--- src/sbus_frame_receiver_defines.svh ---
// ---------------------------------------------------------------------------
// SBUS frame receiver assertion macros
// Shared concurrent assertion forms, clocked on clk and disabled in reset.
// ---------------------------------------------------------------------------
`ifndef SBUS_FRAME_RECEIVER_DEFINES_SVH
`define SBUS_FRAME_RECEIVER_DEFINES_SVH

// Property that must hold at every clock edge out of reset
`define SBUS_ASSERT_HOLDS(label, expr, msg) \
  label: assert property (@(posedge clk) disable iff (rst) (expr)) else $error(msg);

// Same-cycle implication
`define SBUS_ASSERT_IMPLIES(label, pre, post, msg) \
  label: assert property (@(posedge clk) disable iff (rst) (pre) |-> (post)) \
    else $error(msg);

// Next-cycle implication
`define SBUS_ASSERT_NEXT(label, pre, post, msg) \
  label: assert property (@(posedge clk) disable iff (rst) (pre) |=> (post)) \
    else $error(msg);

`endif

--- src/sbus_rx_pkg.sv ---
// ---------------------------------------------------------------------------
// SBUS receiver package
// Frame constants, event and status codes, transaction types and helpers.
// ---------------------------------------------------------------------------
package sbus_rx_pkg;

  localparam int FRAME_BYTES = 25;
  localparam int POS_W       = 5;
  localparam int CNT_W       = 8;
  localparam logic [CNT_W-1:0] COUNT_MAX = '1;   // 8-bit counter ceiling
  localparam logic [POS_W-1:0] LAST_POS  = POS_W'(FRAME_BYTES - 1);
  localparam logic [POS_W-1:0] FRAME_LEN = POS_W'(FRAME_BYTES);

  localparam int APB_AW = 3;
  localparam int APB_DW = 32;

  // register index, taken from paddr[2]
  typedef enum logic {
    REG_START_VALUE = 1'b0,
    REG_END_VALUE   = 1'b1
  } sbus_reg_t;

  typedef enum logic [1:0] {
    KIND_BYTE     = 2'd0,
    KIND_LINE_ERR = 2'd1,
    KIND_IDLE_GAP = 2'd2
  } sbus_kind_t;

  typedef enum logic [2:0] {
    STATUS_MID_BYTE   = 3'd0,
    STATUS_START_OK   = 3'd1,
    STATUS_START_REJ  = 3'd2,
    STATUS_FRAME_OK   = 3'd3,
    STATUS_FRAME_DROP = 3'd4,
    STATUS_ERR_RESET  = 3'd5,
    STATUS_GAP_NOTED  = 3'd6
  } sbus_status_t;

  typedef struct packed {
    logic [1:0] kind;
    logic [7:0] rx_byte;
    logic       parity_error;
    logic       framing_error;
    logic       noise_error;
    logic       overrun_error;
  } sbus_item_t;

  typedef struct packed {
    logic [7:0]       out_byte;
    logic [POS_W-1:0] byte_position;
    logic             byte_stored;
    logic             frame_ready;
    logic [2:0]       status;
    logic [CNT_W-1:0] parity_count;
    logic [CNT_W-1:0] framing_count;
    logic [CNT_W-1:0] noise_count;
    logic [CNT_W-1:0] overrun_count;
  } sbus_result_t;

  function automatic logic [CNT_W-1:0] sat_inc(input logic [CNT_W-1:0] count);
    return (count == COUNT_MAX) ? count : count + CNT_W'(1);
  endfunction

endpackage

--- src/sbus_rx_core.sv ---
// ---------------------------------------------------------------------------
// SBUS receiver core
// Byte position and gap tracking, frame checks and saturating error counters.
// ---------------------------------------------------------------------------
`include "sbus_frame_receiver_defines.svh"

module sbus_rx_core
  import sbus_rx_pkg::*;
(
  input  logic         clk,
  input  logic         rst,
  input  logic         step,
  input  sbus_item_t   item,
  input  logic [7:0]   start_value,
  input  logic [7:0]   end_value,
  output sbus_result_t result
);

  logic [POS_W-1:0] position, position_next, pos_cur;
  logic             gap_seen, gap_seen_next;
  logic [CNT_W-1:0] parity_errors, parity_errors_next;
  logic [CNT_W-1:0] framing_errors, framing_errors_next;
  logic [CNT_W-1:0] noise_errors, noise_errors_next;
  logic [CNT_W-1:0] overrun_errors, overrun_errors_next;
  logic             any_error;

  always_comb begin
    pos_cur             = (position >= FRAME_LEN) ? '0 : position;
    position_next       = pos_cur;
    gap_seen_next       = gap_seen;
    parity_errors_next  = parity_errors;
    framing_errors_next = framing_errors;
    noise_errors_next   = noise_errors;
    overrun_errors_next = overrun_errors;
    any_error           = item.parity_error | item.framing_error |
                          item.noise_error | item.overrun_error;
    result              = '0;
    result.status       = STATUS_MID_BYTE;

    unique case (item.kind)
      KIND_BYTE: begin
        result.out_byte      = item.rx_byte;
        result.byte_position = pos_cur;
        result.byte_stored   = 1'b1;
        priority if (pos_cur == '0) begin
          gap_seen_next = 1'b0;
          if (item.rx_byte == start_value && gap_seen) begin
            position_next = POS_W'(1);
            result.status = STATUS_START_OK;
          end else begin
            position_next = '0;
            result.status = STATUS_START_REJ;
          end
        end else if (pos_cur == LAST_POS) begin
          position_next = '0;
          gap_seen_next = 1'b0;
          if (item.rx_byte == end_value && !gap_seen) begin
            result.frame_ready = 1'b1;
            result.status      = STATUS_FRAME_OK;
          end else begin
            result.status = STATUS_FRAME_DROP;
          end
        end else begin
          position_next = pos_cur + POS_W'(1);
        end
      end
      KIND_LINE_ERR: begin
        if (item.parity_error)  parity_errors_next  = sat_inc(parity_errors);
        if (item.framing_error) framing_errors_next = sat_inc(framing_errors);
        if (item.noise_error)   noise_errors_next   = sat_inc(noise_errors);
        if (item.overrun_error) overrun_errors_next = sat_inc(overrun_errors);
        if (any_error) begin
          position_next = '0;
          gap_seen_next = 1'b0;
          result.status = STATUS_ERR_RESET;
        end
      end
      KIND_IDLE_GAP: begin
        gap_seen_next = 1'b1;
        result.status = STATUS_GAP_NOTED;
      end
      default: begin
        // unused code: no state change
      end
    endcase

    result.parity_count  = parity_errors_next;
    result.framing_count = framing_errors_next;
    result.noise_count   = noise_errors_next;
    result.overrun_count = overrun_errors_next;
  end

  always_ff @(posedge clk) begin
    if (rst) begin
      position       <= '0;
      gap_seen       <= 1'b0;
      parity_errors  <= '0;
      framing_errors <= '0;
      noise_errors   <= '0;
      overrun_errors <= '0;
    end else if (step) begin
      position       <= position_next;
      gap_seen       <= gap_seen_next;
      parity_errors  <= parity_errors_next;
      framing_errors <= framing_errors_next;
      noise_errors   <= noise_errors_next;
      overrun_errors <= overrun_errors_next;
    end
  end

  `SBUS_ASSERT_HOLDS(a_pos_in_frame, position < FRAME_LEN, "position outside frame")
  `SBUS_ASSERT_IMPLIES(a_ready_is_ok, step && result.frame_ready, result.status == STATUS_FRAME_OK, "frame_ready without frame ok status")
  `SBUS_ASSERT_NEXT(a_start_clears_gap, step && item.kind == KIND_BYTE && position == '0, !gap_seen, "gap flag survived start byte")
  `SBUS_ASSERT_NEXT(a_parity_no_drop, !rst, parity_errors >= $past(parity_errors), "parity counter went down")

endmodule

--- src/sbus_rx_outq.sv ---
// ---------------------------------------------------------------------------
// SBUS receiver result queue
// Two-entry result buffer: an output register plus a skid slot.
// ---------------------------------------------------------------------------
`include "sbus_frame_receiver_defines.svh"

module sbus_rx_outq
  import sbus_rx_pkg::*;
(
  input  logic         clk,
  input  logic         rst,
  input  logic         push,
  input  sbus_result_t push_data,
  output logic         full,
  output logic         result_valid,
  input  logic         result_ready,
  output sbus_result_t result
);

  sbus_result_t slot0, slot1;
  logic [1:0]   count;
  logic         pop;

  assign pop          = result_valid & result_ready;
  assign full         = (count == 2'd2);
  assign result_valid = (count != 2'd0);
  assign result       = slot0;

  always_ff @(posedge clk) begin
    if (rst) begin
      count <= 2'd0;
    end else begin
      unique case ({push, pop})
        2'b10: count <= count + 2'd1;
        2'b01: count <= count - 2'd1;
        default: count <= count;
      endcase
    end
  end

  // payload slots carry no reset
  always_ff @(posedge clk) begin
    unique case ({push, pop})
      2'b10: begin
        if (count == 2'd0) slot0 <= push_data;
        else               slot1 <= push_data;
      end
      2'b01: begin
        slot0 <= slot1;
      end
      2'b11: begin
        if (count == 2'd1) begin
          slot0 <= push_data;
        end else begin
          slot0 <= slot1;
          slot1 <= push_data;
        end
      end
      default: begin
      end
    endcase
  end

  `SBUS_ASSERT_HOLDS(a_count_bound, count <= 2'd2, "queue count out of range")
  `SBUS_ASSERT_IMPLIES(a_no_push_full, push, !full, "push into full queue")
  `SBUS_ASSERT_NEXT(a_last_pop_empties, pop && !push && count == 2'd1, !result_valid, "queue not empty after last pop")

endmodule

--- src/sbus_frame_receiver.sv ---
// ---------------------------------------------------------------------------
// SBUS frame receiver
// Deframes SBUS receive events and echoes each byte with its frame position.
// Results: the core result for each accepted transaction is registered in the result queue.
// Throughput: one transaction per cycle while the result queue has a free slot;
//   the two-entry result queue lets input keep flowing while a result waits for result_ready.
// Reset: synchronous rst clears position, gap flag, error counters and queue,
//   and loads start_value 0x0F and end_value 0x00.
// ---------------------------------------------------------------------------
module sbus_frame_receiver
  import sbus_rx_pkg::*;
(
  input  logic              clk,
  input  logic              rst,
  // receive event transactions
  input  logic              item_valid,
  output logic              item_ready,
  input  sbus_item_t        item,
  // result transactions
  output logic              result_valid,
  input  logic              result_ready,
  output sbus_result_t      result,
  // APB configuration port
  input  logic              psel,
  input  logic              penable,
  input  logic              pwrite,
  input  logic [APB_AW-1:0] paddr,
  input  logic [APB_DW-1:0] pwdata,
  output logic [APB_DW-1:0] prdata,
  output logic              pready
);

  logic         step;
  logic         q_full;
  logic         cfg_write;
  logic [7:0]   start_value;
  logic [7:0]   end_value;
  sbus_result_t core_result;

  // --- configuration registers ---------------------------------------------
  // Always ready; the register is picked by paddr[2] (byte addresses 0 and 4).
  assign pready    = 1'b1;
  assign cfg_write = psel & penable & pwrite & pready;

  always_ff @(posedge clk) begin
    if (rst) begin
      start_value <= 8'h0F;
      end_value   <= 8'h00;
    end else if (cfg_write) begin
      unique case (sbus_reg_t'(paddr[2]))
        REG_START_VALUE: start_value <= pwdata[7:0];
        REG_END_VALUE:   end_value   <= pwdata[7:0];
      endcase
    end
  end

  always_comb begin
    unique case (sbus_reg_t'(paddr[2]))
      REG_START_VALUE: prdata = APB_DW'(start_value);
      REG_END_VALUE:   prdata = APB_DW'(end_value);
    endcase
  end

  // --- receive path ----------------------------------------------------------
  // An event is taken whenever the result queue has a free slot; the core
  // works it out in the same cycle and the result lands in the queue.
  assign item_ready = ~q_full;
  assign step       = item_valid & item_ready;

  sbus_rx_core u_core (
    .clk         (clk),
    .rst         (rst),
    .step        (step),
    .item        (item),
    .start_value (start_value),
    .end_value   (end_value),
    .result      (core_result)
  );

  // Output register plus skid slot: decouples result_ready from item_ready.
  sbus_rx_outq u_outq (
    .clk          (clk),
    .rst          (rst),
    .push         (step),
    .push_data    (core_result),
    .full         (q_full),
    .result_valid (result_valid),
    .result_ready (result_ready),
    .result       (result)
  );

endmodule

--- config.mk ---
export PLATFORM = sky130hd
export DESIGN_NAME = sbus_frame_receiver
export DESIGN_NICKNAME = d
export VERILOG_FILES = /design/src/sbus_rx_pkg.sv /design/src/sbus_rx_core.sv /design/src/sbus_rx_outq.sv /design/src/sbus_frame_receiver.sv
export VERILOG_INCLUDE_DIRS = /design/src /design/src/src
export SDC_FILE = /design/constraint.sdc
export NUM_CORES = 1
export LEC_CHECK = 0
export ABC_AREA = 1
export BUFFER_PORTS_ARGS = -buffer_cell sky130_fd_sc_hd__buf_2
export CORE_ASPECT_RATIO = 0.75
export CORE_MARGIN = 2
export CORE_UTILIZATION = 50
export DETAILED_ROUTE_END_ITERATION = 8
export GPL_TIMING_DRIVEN = 0
export PLACE_DENSITY_LB_ADDON = 0.08
export SLEW_MARGIN = 20
export SYNTH_ARGS = -nofsm -noshare
export SYNTH_HDL_FRONTEND = slang
export SYNTH_SLANG_ARGS = --single-unit
export TNS_END_PERCENT = 20
--- constraint.sdc ---
create_clock -name clk -period 12.5 [get_ports clk]
set_input_delay 0.625 -clock clk [delete_from_list [all_inputs] [get_ports clk]]
set_output_delay 0.625 -clock clk [all_outputs]
set_load 0.01 [all_outputs]
==> results of run 1 <==
-- final cells by class --
cell class / instances / area, um^2 / area share, %
clock inverters: 15 / 189 / 2.08
multi-input cells: 515 / 2790 / 30.7
plain buffers: 51 / 297 / 3.27
flip-flops and latches: 156 / 4120 / 45.4
diodes: 3 / 7.51 / 0.0827
well taps: 200 / 250 / 2.76
repair buffers: 95 / 533 / 5.87
inverters: 123 / 462 / 5.09
clock buffers: 17 / 425 / 4.69
-- cells by family (layout without fill, tap and decap cells) --
kind of cell / Yosys count / in the layout
adder cells (fa/ha/maj): 12 / 12
buffers and inverters: 174 / 301
other: 2 / 28
flip-flops: 156 / 156
AO/OA/AOI/OAI: 176 / 176
XOR/XNOR: 18 / 18
AND/OR/NAND/NOR: 284 / 284
-- synth_stat cells (all sizes together) --
cell type  number  share of area [%]
nand3b          4               0.40
edfxtp        100                 40
xnor2           3               0.45
nand2         166                9.0
buf            36                3.2
o31ai           1              0.099
nand3          30                2.2
dfxtp          56                 15
o21bai          1              0.099
nor4            1              0.083
xor2           15                2.0
o211ai          1              0.099
a22o           28                3.2
a22oi           1              0.099
or2             2               0.17
nand4           7               0.58
conb            2              0.099
ha             12                2.0
o21ai          84                5.9
a21o            2               0.20
clkbuf         15               0.74
clkinv          1              0.050
nor2           63                3.9
a31oi           2               0.17
nor3           11                1.0
a21oi          56                3.8
inv           122                6.0
-- worst max-delay path: cells and delay by family (launching register included) --
kind	cells	cell delay (ns)
buffers and inverters	8	1.56
AND/OR/NAND/NOR	2	0.43
flip-flops	1	0.38
AO/OA/AOI/OAI	1	0.49
adder cells (fa/ha/maj)	2	0.42
-- routing by layer --
metal | track usage [%] | up-vias | wire length [um] | part of all wire (%)
met4 | 9.06 | 0 | 300 | 1.6
li1 | - | 2956 | - | -
met5 | 0 | - | 0 | 0
met1 | 31.6 | 2870 | 8510 | 46
met3 | 6.16 | 20 | 1170 | 6.3
met2 | 36.6 | 196 | 8440 | 46
-- power by group through the flow --
stage          Clock [uW]  Combinational (uW)  Sequential, uW
2_1_floorplan           0                 241             894
3_3_place_gp            0                 451             859
3_5_place_dp            0                 500             840
4_1_cts               540                 503             832
5_1_grt               564                 553             849
6_report              531                 501             831
-- sequential cells by signal, indices dropped and copies added, names as in the netlist --
signal                 flops
u_core.overrun_errors      8
u_core.position            5
u_outq.count               2
start_value                8
u_outq.result             50
u_core.noise_errors        8
u_core.framing_errors      8
end_value                  8
u_core.gap_seen            1
u_outq.slot1              50
u_core.parity_errors       8
-- worst min-delay path by stage --
stage,end,slack (ns),cells after the start
6_report,start_value[0],0.44,3
3_3_place_gp,end_value[5],0.48,2
3_5_place_dp,end_value[5],0.48,2
2_1_floorplan,u_core.gap_seen,0.44,2
4_1_cts,start_value[0],0.42,3
5_1_grt,start_value[2],0.44,3
-- stage by stage --
step	utilization [%]	std cells	instance area [um^2]	hold WS (ns)	total power, uW
floorplan	-	845	7660	0.444	1140
global placement	57.0	1134	8350	0.477	1310
detailed placement	57.7	1140	8460	0.477	1340
CTS	61.9	1172	9070	0.421	1880
global route	62.0	1175	9080	0.440	1970
finish	62.0	1175	9080	0.437	1860
-- cells in the final DEF (no fill, tap or decap), drive strengths merged, types with 3 or more instances in the layout --
cell type | Yosys | routed
nand3 | 30 | 30
edfxtp | 100 | 100
nand4 | 7 | 7
o21ai | 84 | 84
nand2 | 166 | 166
clkbuf | 15 | 32
diode | 0 | 3
xor2 | 15 | 15
nor3 | 11 | 11
dfxtp | 56 | 56
a21oi | 56 | 56
inv | 122 | 126
ha | 12 | 12
bufinv | 0 | 3
buf | 36 | 131
nor2 | 63 | 63
conb | 2 | 25
nand3b | 4 | 4
clkinv | 1 | 7
a22o | 28 | 28
xnor2 | 3 | 3
==> metrics.txt, run 1 <==
Setup crit start=u_outq.count[0]; Leakage=0.00416 uW; Antenna Nets Post-Route=0; peak supply drop=0.137 mV; Longest Clk Path Bufs=2; std cell rows=38; Worst EP arrival=3.72 ns; R2R setup slack=8.91 ns; NetSw=602 uW; clk_skew=~0.011 ns; unrepaired setup endpoints after global routing=no; largest net degree at the start of global routing=27; post-DP HPWL=13.5 mm; yosys warns=0; post-synthesis xor/xnor area fraction=2.48%; Post-CTS Setup Bufs=0; Worst-Margin Slew=0.759 ns; IO Count=around 140; post-synthesis mux area share=0%; r2r endpoint=u_outq.slot1[7]; final hold vios=0; switching part of the total=32.3%; Worst Setup EP=u_outq.slot1[7]; Post-Synthesis Cells=822; Layout area overhead=19.9%; PostCTS Resize Cnt=0; DRT Pass-1 Iters=5; pre-CTS setup slack=just under 9 ns; DR vias/cell=5.14; H-tree depth=4; final slew viol count=0; layout cells sized above 1=21.8%; Final Worst Setup Slack=slightly below 9 ns; number of CTS-inserted buffers=17; antenna violations before repair=3; crit-path max FO=13; status=finished clean; hold crit path type=primary input to register; GR Overflow Total=0; Die ar.=16,200 um^2; Max Cap Viol=0; syn_area_per_cell=9.21 um^2; Vias=6,042; vias in the first global route=6,103; CTS root buf=clkbuf_16; Hold Path Origin=pwdata[0]; total routed wirelength=18.4 mm; fraction of the yosys area taken by sequential cells=54.5%; Crit path required time=12.63 ns; Worst R2R Path Depth=13; DR WL/cell=15.7 um; CP startpoint kind=register; Die W=between 100 and 150 um; CP cell instances=inv_1 -> ha_1 -> inv_1 -> nand2_1 -> inv_1 -> clkbuf_1 -> buf_2 -> ha_1 -> inv_1 -> or2_2 -> a22oi_2 -> buf_6 -> buf_6; synthesized area=about 7600 um^2; Comb pwr share=26.9%; gpl congestion=0.884; Sequential Power Share=approximately 45%; gr usage total=23.5%; CP max stage delay=approximately 0.5 ns; simple-gate share of the synthesized area=between 10% and 20%; clock share of power=28.5%; initial core utilization=51.7%; Core Region=14,600 um^2; Final nets=1,027; Synth Area in Compound Gates=approximately 14%; DRC Markers=0; worst-skew pair later-pin latency=approximately 0.43 ns; PortBufs=89; hold_buf cts=0; fill count=1,277; clk sinks=156; Cell variety after synth=42; highest-delay cell along the critical path=a22oi_2; crit-path most repeated cell=inv_1; TritonCTS clock tree=yes; first-pass GRT wire length=29.8 mm; relative max-transition margin=49.4%; internal power=between 1000 and 1500 uW; pwr/cell area=205 nW/um^2; Clk pin slew, worst setup/hold paths=about 0.060 ns; combinational family with the most area after synthesis=simple AND/OR/NAND/NOR gates; final setup vio count=0; fmax=279 MHz; fin crit period=3.59 ns; Post-Synth Adder-Cell Area=between 1.5 and 2%; DR iter-0 viols=446; Setup TNS=0 ns; Final period util=28.7%; number of synthesized register bits=156; Die Ht=about 110 um; WS Path Type=register to register; Critical Path End Type=register; reg-to-reg startpoint=u_outq.count[0]
Note: power is estimated with default switching activity, not from simulation.
==> run 2: changes to the inputs <==
- clock period: 12.5 -> 3.52 ns (I/O delays scaled with it)
==> run 2 against run 1 <==
Compared with the run above:
- worst setup slack worse by 8.6 ns
- die area stayed put
- highest routed layer unchanged
- via count is 1.5% lower
- largest cell class unchanged
- core utilization is 0.21 points higher
- non-clock buffer count is 6 higher
- global-route usage is 0.79 points lower
==> metrics.txt, run 2 (synthesis results as in run 1) <==
WS Path Type=register to register; H-tree depth=4 (unchanged); final setup vio count=0 (unchanged); hold-critical path endpoint=start_value[7]; PortBufs=89 (unchanged); CP startpoint kind=register; Worst R2R Path Depth=13 (unchanged); Worst-Margin Slew=0.702 ns (-0.0573 ns); first-pass GRT wire length=28.8 mm (-3.3%); total routed wirelength=17.9 mm (-2.8%); Post-Place Cell Area=8470 um^2 (+0.15%); final slew viol count=0 (unchanged); std cell rows=38 (unchanged); Critical Path End Type=register; Crit path required time=3.80 ns (-8.83 ns); TritonCTS clock tree=yes; hold crit path type=primary input to register; R2R setup slack=0.34 ns (-8.57 ns); layout cells sized above 1=21.4% (-0.44 points); relative max-transition margin=53.2% (+3.8 points); Max Cap Viol=0 (unchanged); DR iter-0 viols=490 (+9.9%); Core Region=14,600 um^2 (unchanged); Leakage=0.00417 uW (+0.21%); fmax=314 MHz (+13%); r2r endpoint=u_outq.result[21]; clk sinks=156 (unchanged); largest net degree at the start of global routing=26 (-3.7%); most common cell after layout, fill and taps aside=nand2_1; DR vias/cell=5.05 (-1.8%); gpl congestion=0.879 (-0.53%); fin util=62.2% (+0.21 points); post-DP HPWL=13.3 mm (-2.1%); final hold vios=0 (unchanged); most frequent cells in the layout=nand2_1 (153), inv_1 (113), edfxtp_1 (100); initial core utilization=51.7% (unchanged); GR Overflow Total=0 (unchanged); peak supply drop=0.500 mV (+260%); cell depth of the worst min-delay path=3 (unchanged); # diodes=0 (-3); Vias=5,950 (-1.5%); unrepaired setup endpoints after global routing=no; Setup TNS=0 ns (unchanged); DR WL/cell=15.2 um (-3.1%); Hold Path Origin=pwdata[7]; Die Ht=111 um (unchanged); Clk pin slew, worst setup/hold paths=0.06 ns (about the same); Final Cell Area=9110 um^2 (+0.33%); PostCTS Resize Cnt=0 (unchanged); Worst EP arrival=3.47 ns (-0.25 ns); Antenna Nets Post-Route=0 (unchanged); DRT Pass-1 Iters=5 (unchanged); Final period util=90.4% (+62 points); Setup crit start=u_outq.count[0]; DRC Markers=0 (unchanged); status=finished clean; reg-to-reg startpoint=u_outq.count[0]; IO Count=141 (unchanged); Die W=146 um (unchanged); number of CTS-inserted buffers=17 (unchanged); antenna violations before repair=0 (-3); WHS=0.0617 ns (-0.375 ns); vias in the first global route=5,777 (-5.3%); crit-path max FO=11 (-2); Longest Clk Path Bufs=2 (unchanged); Layout area overhead=20.3%; Die ar.=16,200 um^2 (unchanged); worst-skew pair later-pin latency=0.42 ns (about the same); pwr/cell area=716 nW/um^2 (+250%); gr usage total=22.7% (-0.79 points); clk_skew=0.00893 ns (-0.00168 ns); CTS root buf=clkbuf_16; fin crit period=3.18 ns (-0.406 ns); Final nets=1,033 (+0.58%)
run 2: cell types whose count changed in the layout (fill, tap and decap cells not counted), sizes merged, moves of 3 or more:
cell | previous run | this run
dlygate4sd3 | 0 | 6
inv | 126 | 123
clkinv | 7 | 10
diode | 3 | 0
run 2: worst max-delay path by stage:
| stage | cells after the start | end |
|---|---|---|
| final | 13 | u_outq.result[21] |
| after global routing | 13 | u_outq.result[21] |
| after CTS | 12 | u_outq.slot1[6] |
| after detailed placement | 13 | u_outq.slot1[31] |
| after global placement | 11 | u_outq.slot1[45] |
| after floorplan | 11 | u_outq.slot1[0] |
run 2: worst max-delay path: stages, from the launching register on:
cell and delay (ns):
dfxtp_1 0.37, inv_1 0.08, ha_1 0.20, inv_1 0.07, nand2_1 0.13, inv_1 0.36
buf_2 0.37, ha_1 0.22, inv_1 0.05, or2_2 0.30, a21oi_2 0.24, clkbuf_1 0.44
nand2_1 0.10, nand2_1 0.12
run 2: layout make-up:
type	instances	area (um^2)
fill	1256	5540
buffer	50	293
multi-input combinational	515	2790
inverter	123	462
tap	200	250
sequential	156	4120
timing repair buffer	102	613
clock inverter	15	150
clock buffer	17	425
run 2: metal layers:
| layer | global-route usage, % | vias to the layer above | share of wire, % |
|---|---|---|---|
| met4 | 6.28 | 0 | 1.5 |
| met3 | 5.74 | 21 | 5.7 |
| met5 | 0 | - | 0 |
| met2 | 35.3 | 166 | 45 |
| li1 | - | 2972 | - |
| met1 | 31.7 | 2791 | 48 |
run 2: power breakdown:
part           internal (uW)  switching, uW
logic                    638           1160
clock network           1040            743
registers               2740            208
total                   4410           2110
run 2: through the flow:
stage          setup WS [ns]  power, uW  std cells
3_3_place_gp           -1.34       4610       1134
2_1_floorplan         -0.178       4000        845
6_report               0.337       6520       1178
5_1_grt               0.0782       6870       1178
4_1_cts                0.191       6560       1177
3_5_place_dp         0.00527       4770       1140
run 2: what timing repair did:
action,CTS,global route
setup buffers,0,1
pin swaps,0,1
hold buffers,6,0
endpoints found under the setup margin,22,27
hold endpoints to repair,7,0
